<file path="src/tgl_pkg.sv">
package tgl_pkg;

    localparam logic [7:0] CH_NEWLINE   = 8'h0A;
    localparam logic [7:0] CH_OPEN_BR   = 8'h5B;
    localparam logic [7:0] CH_CLOSE_BR  = 8'h5D;
    localparam logic [7:0] CH_CIRCLE    = 8'h43;
    localparam logic [7:0] CH_SQUARE    = 8'h53;
    localparam logic [7:0] CH_CROSS     = 8'h58;
    localparam logic [7:0] CH_TRIANGLE  = 8'h54;
    localparam logic [7:0] ASCII_OFFSET = 8'h20;
    localparam logic [7:0] KANA_OFFSET  = 8'h40;
    localparam logic [4:0] KANA_ADVANCE = 5'd7;
    localparam logic [4:0] TILE_ADVANCE = 5'd16;
    localparam logic [15:0] LINE_STEP   = 16'd20;

    localparam logic [1:0] TILE_CIRCLE   = 2'd0;
    localparam logic [1:0] TILE_SQUARE   = 2'd1;
    localparam logic [1:0] TILE_CROSS    = 2'd2;
    localparam logic [1:0] TILE_TRIANGLE = 2'd3;

    localparam logic [4:0] WIDTH_ROM [96] = '{
        5'd7, 5'd5, 5'd5, 5'd8, 5'd7, 5'd8, 5'd7, 5'd5,
        5'd6, 5'd5, 5'd8, 5'd7, 5'd6, 5'd7, 5'd7, 5'd7,
        5'd7, 5'd6, 5'd8, 5'd8, 5'd8, 5'd8, 5'd7, 5'd7,
        5'd8, 5'd8, 5'd4, 5'd4, 5'd6, 5'd8, 5'd6, 5'd7,
        5'd7, 5'd7, 5'd7, 5'd7, 5'd7, 5'd7, 5'd7, 5'd7,
        5'd7, 5'd3, 5'd7, 5'd7, 5'd7, 5'd7, 5'd7, 5'd7,
        5'd7, 5'd7, 5'd7, 5'd7, 5'd6, 5'd7, 5'd7, 5'd7,
        5'd7, 5'd6, 5'd7, 5'd5, 5'd7, 5'd5, 5'd6, 5'd7,
        5'd7, 5'd7, 5'd7, 5'd7, 5'd7, 5'd7, 5'd7, 5'd7,
        5'd7, 5'd3, 5'd8, 5'd8, 5'd4, 5'd8, 5'd7, 5'd7,
        5'd7, 5'd7, 5'd6, 5'd7, 5'd7, 5'd7, 5'd7, 5'd7,
        5'd7, 5'd7, 5'd7, 5'd7, 5'd3, 5'd7, 5'd7, 5'd0
    };

    typedef enum logic [1:0] {
        OP_NOP,
        OP_NEWLINE,
        OP_GLYPH,
        OP_TILE
    } t_op_kind;

    typedef struct packed {
        t_op_kind   kind;
        logic [1:0] tile_code;
        logic [6:0] src_x;
        logic [7:0] src_y;
        logic [4:0] advance;
        logic       last;
    } t_op;

    typedef struct packed {
        logic        first;
        logic [15:0] start_x;
        logic [15:0] start_y;
        logic [1:0]  count;
        t_op [2:0]   ops;
    } t_entry;

    typedef struct packed {
        logic        is_tile;
        logic [1:0]  tile_code;
        logic [15:0] dest_x;
        logic [15:0] dest_y;
        logic [6:0]  src_x;
        logic [7:0]  src_y;
        logic [4:0]  advance;
        logic        last_of_run;
    } t_result;

    typedef struct packed {
        logic       hit;
        logic [1:0] code;
    } t_tile_hit;

    function automatic t_op classify_byte(logic [7:0] c);
        t_op        op;
        logic [7:0] cell_idx;
        op       = '0;
        cell_idx = '0;
        if (c == CH_NEWLINE) begin
            op.kind = OP_NEWLINE;
        end else if (c >= 8'h20 && c < 8'h80) begin
            cell_idx   = c - ASCII_OFFSET;
            op.kind    = OP_GLYPH;
            op.advance = WIDTH_ROM[cell_idx[6:0]];
        end else if (c >= 8'hA0 && c < 8'hE0) begin
            cell_idx   = c - KANA_OFFSET;
            op.kind    = OP_GLYPH;
            op.advance = KANA_ADVANCE;
        end
        if (op.kind == OP_GLYPH) begin
            op.src_x = {cell_idx[3:0], 3'b000};
            op.src_y = {cell_idx[7:4], 4'b0000};
        end
        return op;
    endfunction

    function automatic t_tile_hit tile_lookup(logic [7:0] c);
        t_tile_hit t;
        t = '0;
        case (c)
            CH_CIRCLE:   t = '{hit: 1'b1, code: TILE_CIRCLE};
            CH_SQUARE:   t = '{hit: 1'b1, code: TILE_SQUARE};
            CH_CROSS:    t = '{hit: 1'b1, code: TILE_CROSS};
            CH_TRIANGLE: t = '{hit: 1'b1, code: TILE_TRIANGLE};
            default:     t = '0;
        endcase
        return t;
    endfunction

endpackage

</file>
<file path="src/tgl_front.sv">
module tgl_front (
    input  logic            i_clk,
    input  logic            i_rst_n,
    input  logic            i_valid,
    input  logic [7:0]      i_text_byte,
    input  logic            i_first,
    input  logic            i_last,
    input  logic [15:0]     i_start_x,
    input  logic [15:0]     i_start_y,
    input  logic            i_q_full,
    output logic            o_ready,
    output logic            o_push,
    output tgl_pkg::t_entry o_entry
);
    import tgl_pkg::*;

    localparam logic [1:0] HELD_NONE = 2'd0;
    localparam logic [1:0] HELD_OPEN = 2'd1;
    localparam logic [1:0] HELD_PAIR = 2'd2;

    logic [1:0] r_held_cnt, n_held_cnt;
    logic [7:0] r_held_byte, n_held_byte;
    logic [1:0] held;
    logic [1:0] n_ops;
    t_op [2:0]  ops;
    t_tile_hit  tile;
    logic       seen;
    logic       emits;

    assign o_ready = !i_q_full;
    assign o_push  = i_valid && !i_q_full;

    always_comb begin
        held        = i_first ? HELD_NONE : r_held_cnt;
        n_held_cnt  = HELD_NONE;
        n_held_byte = r_held_byte;
        ops         = '0;
        n_ops       = 2'd0;
        tile        = tile_lookup(r_held_byte);
        case (held)
            HELD_OPEN: begin
                if (i_last) begin
                    ops[0] = classify_byte(CH_OPEN_BR);
                    ops[1] = classify_byte(i_text_byte);
                    n_ops  = 2'd2;
                end else begin
                    n_held_byte = i_text_byte;
                    n_held_cnt  = HELD_PAIR;
                end
            end
            HELD_PAIR: begin
                if (i_text_byte == CH_CLOSE_BR && tile.hit) begin
                    ops[0].kind      = OP_TILE;
                    ops[0].tile_code = tile.code;
                    ops[0].advance   = TILE_ADVANCE;
                    n_ops            = 2'd1;
                end else begin
                    ops[0] = classify_byte(CH_OPEN_BR);
                    if (r_held_byte == CH_OPEN_BR && !i_last) begin
                        n_held_byte = i_text_byte;
                        n_held_cnt  = HELD_PAIR;
                        n_ops       = 2'd1;
                    end else begin
                        ops[1] = classify_byte(r_held_byte);
                        if (i_text_byte == CH_OPEN_BR && !i_last) begin
                            n_held_cnt = HELD_OPEN;
                            n_ops      = 2'd2;
                        end else begin
                            ops[2] = classify_byte(i_text_byte);
                            n_ops  = 2'd3;
                        end
                    end
                end
            end
            default: begin
                if (i_text_byte == CH_OPEN_BR && !i_last) begin
                    n_held_cnt = HELD_OPEN;
                end else begin
                    ops[0] = classify_byte(i_text_byte);
                    n_ops  = 2'd1;
                end
            end
        endcase
        seen = 1'b0;
        for (int i = 2; i >= 0; i--) begin
            emits       = (ops[i].kind == OP_GLYPH) || (ops[i].kind == OP_TILE);
            ops[i].last = emits && !seen;
            seen        = seen || emits;
        end
        o_entry.first   = i_first;
        o_entry.start_x = i_start_x;
        o_entry.start_y = i_start_y;
        o_entry.count   = (n_ops == 2'd0) ? 2'd1 : n_ops;
        o_entry.ops     = ops;
    end

    always_ff @(posedge i_clk) begin
        if (!i_rst_n) begin
            r_held_cnt <= HELD_NONE;
        end else if (o_push) begin
            r_held_cnt <= n_held_cnt;
        end
    end

    always_ff @(posedge i_clk) begin
        if (o_push) begin
            r_held_byte <= n_held_byte;
        end
    end

endmodule

</file>
<file path="src/tgl_queue.sv">
module tgl_queue #(
    parameter int DEPTH = 4
) (
    input  logic            i_clk,
    input  logic            i_rst_n,
    input  logic            i_push,
    input  tgl_pkg::t_entry i_entry,
    input  logic            i_pop,
    output logic            o_full,
    output logic            o_valid,
    output tgl_pkg::t_entry o_head
);
    import tgl_pkg::*;

    localparam int PTR_W = (DEPTH > 1) ? $clog2(DEPTH) : 1;
    localparam int CNT_W = $clog2(DEPTH + 1);
    localparam logic [PTR_W-1:0] LAST_PTR = PTR_W'(DEPTH - 1);
    localparam logic [CNT_W-1:0] FULL_CNT = CNT_W'(DEPTH);

    t_entry             r_mem [DEPTH];
    logic [PTR_W-1:0]   r_wr_ptr, r_rd_ptr;
    logic [CNT_W-1:0]   r_count;
    logic               do_pop;

    assign o_full  = (r_count == FULL_CNT);
    assign o_valid = (r_count != '0);
    assign o_head  = r_mem[r_rd_ptr];
    assign do_pop  = i_pop && o_valid;

    always_ff @(posedge i_clk) begin
        if (i_push) begin
            r_mem[r_wr_ptr] <= i_entry;
        end
    end

    always_ff @(posedge i_clk) begin
        if (!i_rst_n) begin
            r_wr_ptr <= '0;
            r_rd_ptr <= '0;
            r_count  <= '0;
        end else begin
            if (i_push) begin
                r_wr_ptr <= (r_wr_ptr == LAST_PTR) ? '0 : r_wr_ptr + 1'b1;
            end
            if (do_pop) begin
                r_rd_ptr <= (r_rd_ptr == LAST_PTR) ? '0 : r_rd_ptr + 1'b1;
            end
            if (i_push && !do_pop) begin
                r_count <= r_count + 1'b1;
            end else if (do_pop && !i_push) begin
                r_count <= r_count - 1'b1;
            end
        end
    end

endmodule

</file>
<file path="src/tgl_back.sv">
module tgl_back (
    input  logic             i_clk,
    input  logic             i_rst_n,
    input  logic             i_q_valid,
    input  tgl_pkg::t_entry  i_head,
    input  logic             i_m_ready,
    output logic             o_pop,
    output logic             o_m_valid,
    output tgl_pkg::t_result o_m_result
);
    import tgl_pkg::*;

    logic [1:0]  r_idx;
    logic [15:0] r_cur_x, r_cur_y, r_origin;
    logic [15:0] n_cur_x, n_cur_y;
    logic        r_out_valid;
    t_result     r_out;
    t_op         op;
    logic        load;
    logic [15:0] base_x, base_y, origin;
    logic        emits, out_free, fire, last_op;

    assign op       = i_head.ops[r_idx];
    assign load     = i_head.first && (r_idx == 2'd0);
    assign base_x   = load ? i_head.start_x : r_cur_x;
    assign base_y   = load ? i_head.start_y : r_cur_y;
    assign origin   = load ? i_head.start_x : r_origin;
    assign emits    = (op.kind == OP_GLYPH) || (op.kind == OP_TILE);
    assign out_free = !r_out_valid || i_m_ready;
    assign fire     = i_q_valid && (!emits || out_free);
    assign last_op  = (r_idx == (i_head.count - 2'd1));
    assign o_pop    = fire && last_op;

    assign o_m_valid  = r_out_valid;
    assign o_m_result = r_out;

    always_comb begin
        n_cur_x = base_x;
        n_cur_y = base_y;
        case (op.kind)
            OP_NEWLINE: begin
                n_cur_x = origin;
                n_cur_y = base_y + LINE_STEP;
            end
            OP_GLYPH, OP_TILE: begin
                n_cur_x = base_x + {11'b0, op.advance};
            end
            default: begin
                n_cur_x = base_x;
            end
        endcase
    end

    always_ff @(posedge i_clk) begin
        if (!i_rst_n) begin
            r_idx       <= '0;
            r_cur_x     <= '0;
            r_cur_y     <= '0;
            r_origin    <= '0;
            r_out_valid <= 1'b0;
        end else begin
            if (fire) begin
                r_idx   <= last_op ? 2'd0 : r_idx + 2'd1;
                r_cur_x <= n_cur_x;
                r_cur_y <= n_cur_y;
                r_origin <= origin;
            end
            if (fire && emits) begin
                r_out_valid <= 1'b1;
            end else if (i_m_ready) begin
                r_out_valid <= 1'b0;
            end
        end
    end

    always_ff @(posedge i_clk) begin
        if (fire && emits) begin
            r_out.is_tile     <= (op.kind == OP_TILE);
            r_out.tile_code   <= op.tile_code;
            r_out.dest_x      <= base_x;
            r_out.dest_y      <= base_y;
            r_out.src_x       <= op.src_x;
            r_out.src_y       <= op.src_y;
            r_out.advance     <= op.advance;
            r_out.last_of_run <= op.last;
        end
    end

endmodule

</file>
<file path="src/text_glyph_layout_top.sv">
// Text glyph layout: takes one string byte per transaction and returns font glyph and
// button tile placements. The front end classifies each byte and resolves the
// '[' code ']' lookahead, and writes up to three placement steps into a queue of
// QUEUE_DEPTH entries; the placement engine walks the cursor one step per cycle while
// the output is not stalled. Plain text, where a byte gives at most one step (glyph,
// tile, newline or nothing), streams at one byte per cycle while the output is ready;
// a byte that flushes held lookahead takes two or three steps of the placement engine,
// and the queue hides short bursts of these. The first placement of a byte passes
// through the queue and the output register before it is valid; tlast marks the last
// placement caused by one byte.
module text_glyph_layout_top #(
    parameter int QUEUE_DEPTH = 4
) (
    input  logic        i_clk,
    input  logic        i_rst_n,
    input  logic        i_s_tvalid,
    output logic        o_s_tready,
    input  logic [39:0] i_s_tdata,  // text_byte, start_x, start_y
    input  logic        i_s_tlast,  // last_byte
    input  logic        i_s_tuser,  // first_byte
    output logic        o_m_tvalid,
    input  logic        i_m_tready,
    output logic [55:0] o_m_tdata,  // tile_code, dest_x, dest_y, src_x, src_y, advance
    output logic        o_m_tlast,  // last_of_run
    output logic        o_m_tuser   // is_tile
);
    import tgl_pkg::*;

    logic    q_full, q_push, q_valid, q_pop;
    t_entry  push_entry, head_entry;
    t_result result;

    tgl_front u_front (
        .i_clk       (i_clk),
        .i_rst_n     (i_rst_n),
        .i_valid     (i_s_tvalid),
        .i_text_byte (i_s_tdata[7:0]),
        .i_first     (i_s_tuser),
        .i_last      (i_s_tlast),
        .i_start_x   (i_s_tdata[23:8]),
        .i_start_y   (i_s_tdata[39:24]),
        .i_q_full    (q_full),
        .o_ready     (o_s_tready),
        .o_push      (q_push),
        .o_entry     (push_entry)
    );

    tgl_queue #(
        .DEPTH (QUEUE_DEPTH)
    ) u_queue (
        .i_clk   (i_clk),
        .i_rst_n (i_rst_n),
        .i_push  (q_push),
        .i_entry (push_entry),
        .i_pop   (q_pop),
        .o_full  (q_full),
        .o_valid (q_valid),
        .o_head  (head_entry)
    );

    tgl_back u_back (
        .i_clk      (i_clk),
        .i_rst_n    (i_rst_n),
        .i_q_valid  (q_valid),
        .i_head     (head_entry),
        .i_m_ready  (i_m_tready),
        .o_pop      (q_pop),
        .o_m_valid  (o_m_tvalid),
        .o_m_result (result)
    );

    assign o_m_tdata = {2'b00, result.advance, result.src_y, result.src_x,
                        result.dest_y, result.dest_x, result.tile_code};
    assign o_m_tlast = result.last_of_run;
    assign o_m_tuser = result.is_tile;

endmodule

</file>
<file path="config.mk">
export PLATFORM = sky130hd
export DESIGN_NAME = text_glyph_layout_top
export DESIGN_NICKNAME = d
export VERILOG_FILES = /design/src/tgl_pkg.sv /design/src/tgl_front.sv /design/src/tgl_queue.sv /design/src/tgl_back.sv /design/src/text_glyph_layout_top.sv
export SDC_FILE = /design/constraint.sdc
export NUM_CORES = 1
export LEC_CHECK = 0
export ABC_CLOCK_PERIOD_IN_PS = 12710
export BUFFER_PORTS_ARGS = -buffer_cell sky130_fd_sc_hd__buf_2
export CORE_UTILIZATION = 30
export CTS_BUF_LIST = sky130_fd_sc_hd__clkbuf_4
export CTS_CLUSTER_DIAMETER = 200
export DETAILED_ROUTE_END_ITERATION = 10
export SLEW_MARGIN = 25
export SYNTH_ARGS = -nofsm -noshare
export SYNTH_HDL_FRONTEND = slang
export SYNTH_SLANG_ARGS = --single-unit
</file>
<file path="constraint.sdc">
create_clock -name i_clk -period 12.71 [get_ports i_clk]
set_input_delay 1.9065 -clock i_clk [delete_from_list [all_inputs] [get_ports i_clk]]
set_output_delay 1.9065 -clock i_clk [all_outputs]
set_load 0.05 [all_outputs]
</file>
==> metrics <==
die width=~260 um; synth unique cells=81; first-pass GRT wire length=74.9 mm; Detailed Route WL=48.8 mm; Arrival @ worst endpoint=approximately 5400 ps; TritonCTS clock tree=done; critical path data required time=~13,000 ps; vias in the first global route=12.6k; Rows=94; clock latency on the worst-skew pair=900 ps; Slew headroom=35.1%; RSZ-0062 raised after global routing=false; # IOs=106; Hold Vio Cnt, Final=0; Clock transition at path regs=60 ps; core area=66,100 um^2; actual slew at the worst max-slew pin=just under 1000 ps; critical path endpoint=u_back.o_m_result[10]$_DFFE_PP_; Area Overhead vs Synth=14.2%; Synth Register Bits=about 450; R2R setup slack=7790 ps; post-CTS resize count=0; final core utilization=34.8%; HP Class=register to register; gpl congestion=0.840; Worst R2R End=u_back.o_m_result[10]$_DFFE_PP_; Maximum Capacitance Violations=0; syn_area_per_cell=14.1 um^2; largest net degree at the start of global routing=62; Post-Syn Area=20,100 um^2; initial core utilization=30.5%; Die ar.=68,200 um^2; die height=261 um; antenna-violating nets left=0; Post-synth EDFFs=389; Initial DRT Pass Iterations=8; clock skew=roughly 95 ps; share of cells above drive strength 1=24.5%; DP HPWL=31.4 mm; crit path kind=register to register; fin crit share=38.7%; fill count=6,452; CP endpoint kind=register; vias per cell=4.95; initial antenna violation count=5; # setup viols final=0; R2R cell count=9; post-synth top area share=58.0%; Max Slew Vio Count=0; CTS Buf Count=111; Peak VDD IR=141 uV; critical path startpoint category=register; # DRC=21; 1st-iter DRT viols=just under 1k; wire per inst=about 19 um; violated checks=design-rule violations; Area contributors post-synth=edfxtp_1, mux4_2, dfxtp_1, ha_1, nand2_1; H-tree levels=3; Remaining Overflow, GRT=0; Primary FF master, synth=edfxtp_1; nets=around 1.7k; Power Density=roughly 230 nW/um^2; Setup Buffers After CTS=0; status=complete, but fails checks; worst-path maximum fanout=48; Synth async-reset ratio=0%; Mapped Cells=1,428; top cells by count, synth=edfxtp_1, nand2_1, a21oi_1; Pleak=8.00 nW; min cycle time layout=4920 ps; post-synthesis sequential area ratio=64.2%; FMAX=roughly 200 MHz; Hold Buf Count CTS=0; DR vias=~13k; clock buffer depth=3; Yosys Warn Count=0; PortBufs=96; GRT Total Usage=roughly 14%; most common cell in the netlist=edfxtp_1; CTS root buf=clkbuf_4; Yosys top cell by area=edfxtp_1; Sink Count=451; Final TNS setup=0 ps
[cells in the final DEF (no fill, tap or decap), types with 14 or more instances in the layout]
master and count:
o22ai_1 16, nand2_1 139, mux2i_1 44, mux4_2 81
buf_4 17, nor2_1 68, nand3_1 27, nand2b_1 15
o21ai_0 61, clkinv_1 21, a21oi_1 89, nor2b_1 15
dfxtp_1 60, edfxtp_1 389, o21ai_1 14, ha_1 43
clkbuf_4 177, a21o_1 16, buf_2 96, inv_1 53
[where the power goes]
part	total (W)	internal [W]	leakage, nW	switching [W]
clock	0.00127	0.000692	0.917	0.000581
combinational	0.00185	0.000619	3.07	0.00123
sequential	0.00206	0.00191	4.01	0.000143
[stage by stage]
step                      setup WS (ps)  instances  power (W)  area (um^2)  hold slack, ps
after floorplan                    7820       1436    0.00347        20200             429
after global placement             7670       2321    0.00392        21400             441
after detailed placement           7470       2321    0.00395        21400             453
after CTS                          7610       2530    0.00524        23000             461
after global routing               7370       2533    0.00548        23000             480
final                              7790       2535    0.00518        23000             459
[logic make-up (layout without fill, tap and decap cells)]
| logic type | after synthesis | count (layout) | synth area share (%) |
|---|---|---|---|
| multiplexers | 133 | 133 | 11.8 |
| other | 1 | 14 | 0.0186 |
| XOR/XNOR | 16 | 16 | 0.696 |
| flip-flops | 451 | 451 | 64.2 |
| AO/OA/AOI/OAI | 282 | 282 | 8.69 |
| buffers and inverters | 146 | 376 | 3.31 |
| adder cells (fa/ha/maj) | 45 | 45 | 2.87 |
| AND/OR/NAND/NOR | 354 | 354 | 8.41 |
[state kept, by name, summed over array words and instances, names as in the netlist, named ones only]
name	count
u_queue.r_mem	332
u_back.o_m_result	49
u_back.r_cur_x	16
u_back.r_cur_y	16
u_back.r_origin	16
u_front.r_held_byte	8
u_queue.r_count	3
u_back.r_idx	2
u_front.r_held_cnt	2
u_queue.r_rd_ptr	2
u_queue.r_wr_ptr	2
u_back.o_m_valid	1
[how the worst min path moves through the flow]
stage / startpoint / end / slack [ps] / depth (start not counted)
3_5_place_dp: u_back.r_cur_y[0]$_SDFFE_PN0N_ / u_back.r_cur_y[0]$_SDFFE_PN0N_ / 450 / 2
4_1_cts: u_back.r_cur_y[0]$_SDFFE_PN0N_ / u_back.r_cur_y[0]$_SDFFE_PN0N_ / 460 / 2
3_3_place_gp: u_back.r_cur_y[14]$_SDFFE_PN0N_ / u_back.r_cur_y[14]$_SDFFE_PN0N_ / 440 / 2
5_1_grt: u_back.r_cur_y[10]$_SDFFE_PN0N_ / u_back.r_cur_y[10]$_SDFFE_PN0N_ / 480 / 2
6_report: u_back.r_cur_y[0]$_SDFFE_PN0N_ / u_back.r_cur_y[0]$_SDFFE_PN0N_ / 460 / 2
2_1_floorplan: u_back.r_cur_y[13]$_SDFFE_PN0N_ / u_back.r_cur_y[13]$_SDFFE_PN0N_ / 430 / 2
[final cells by class]
| class | instances | area [um^2] | area share [%] |
|---|---|---|---|
| Sequential cell | 451 | 12900 | 56.2 |
| Tap cell | 864 | 1080 | 4.70 |
| Multi-Input combinational cell | 839 | 6620 | 28.8 |
| Clock inverter | 32 | 215 | 0.936 |
| Timing Repair Buffer | 113 | 608 | 2.64 |
| Clock buffer | 177 | 1330 | 5.78 |
| Antenna cell | 5 | 12.5 | 0.0544 |
| Inverter | 54 | 203 | 0.881 |
[per-layer routing]
layer / routed length [um] / track usage [%] / share of wire [%] / up-vias
met1: 21500 / 19.1 / 44 / 6264
li1: - / - / - / 5830
met3: 2870 / 2.86 / 5.9 / 73
met2: 23500 / 23.3 / 48 / 389
met4: 912 / 5.33 / 1.9 / 2
met5: 13 / 0 / 0.027 / -
[critical path, cell delays in order (launching register included)]
cell and delay (ps):
dfxtp_4 940, buf_4 780, mux4_1 640, nand2b_1 170, a32o_1 230, buf_4 230, a21o_1 380, buf_4 340
nor2_4 170, buf_4 550
No activity file was read; power rests on OpenSTA's default activity.
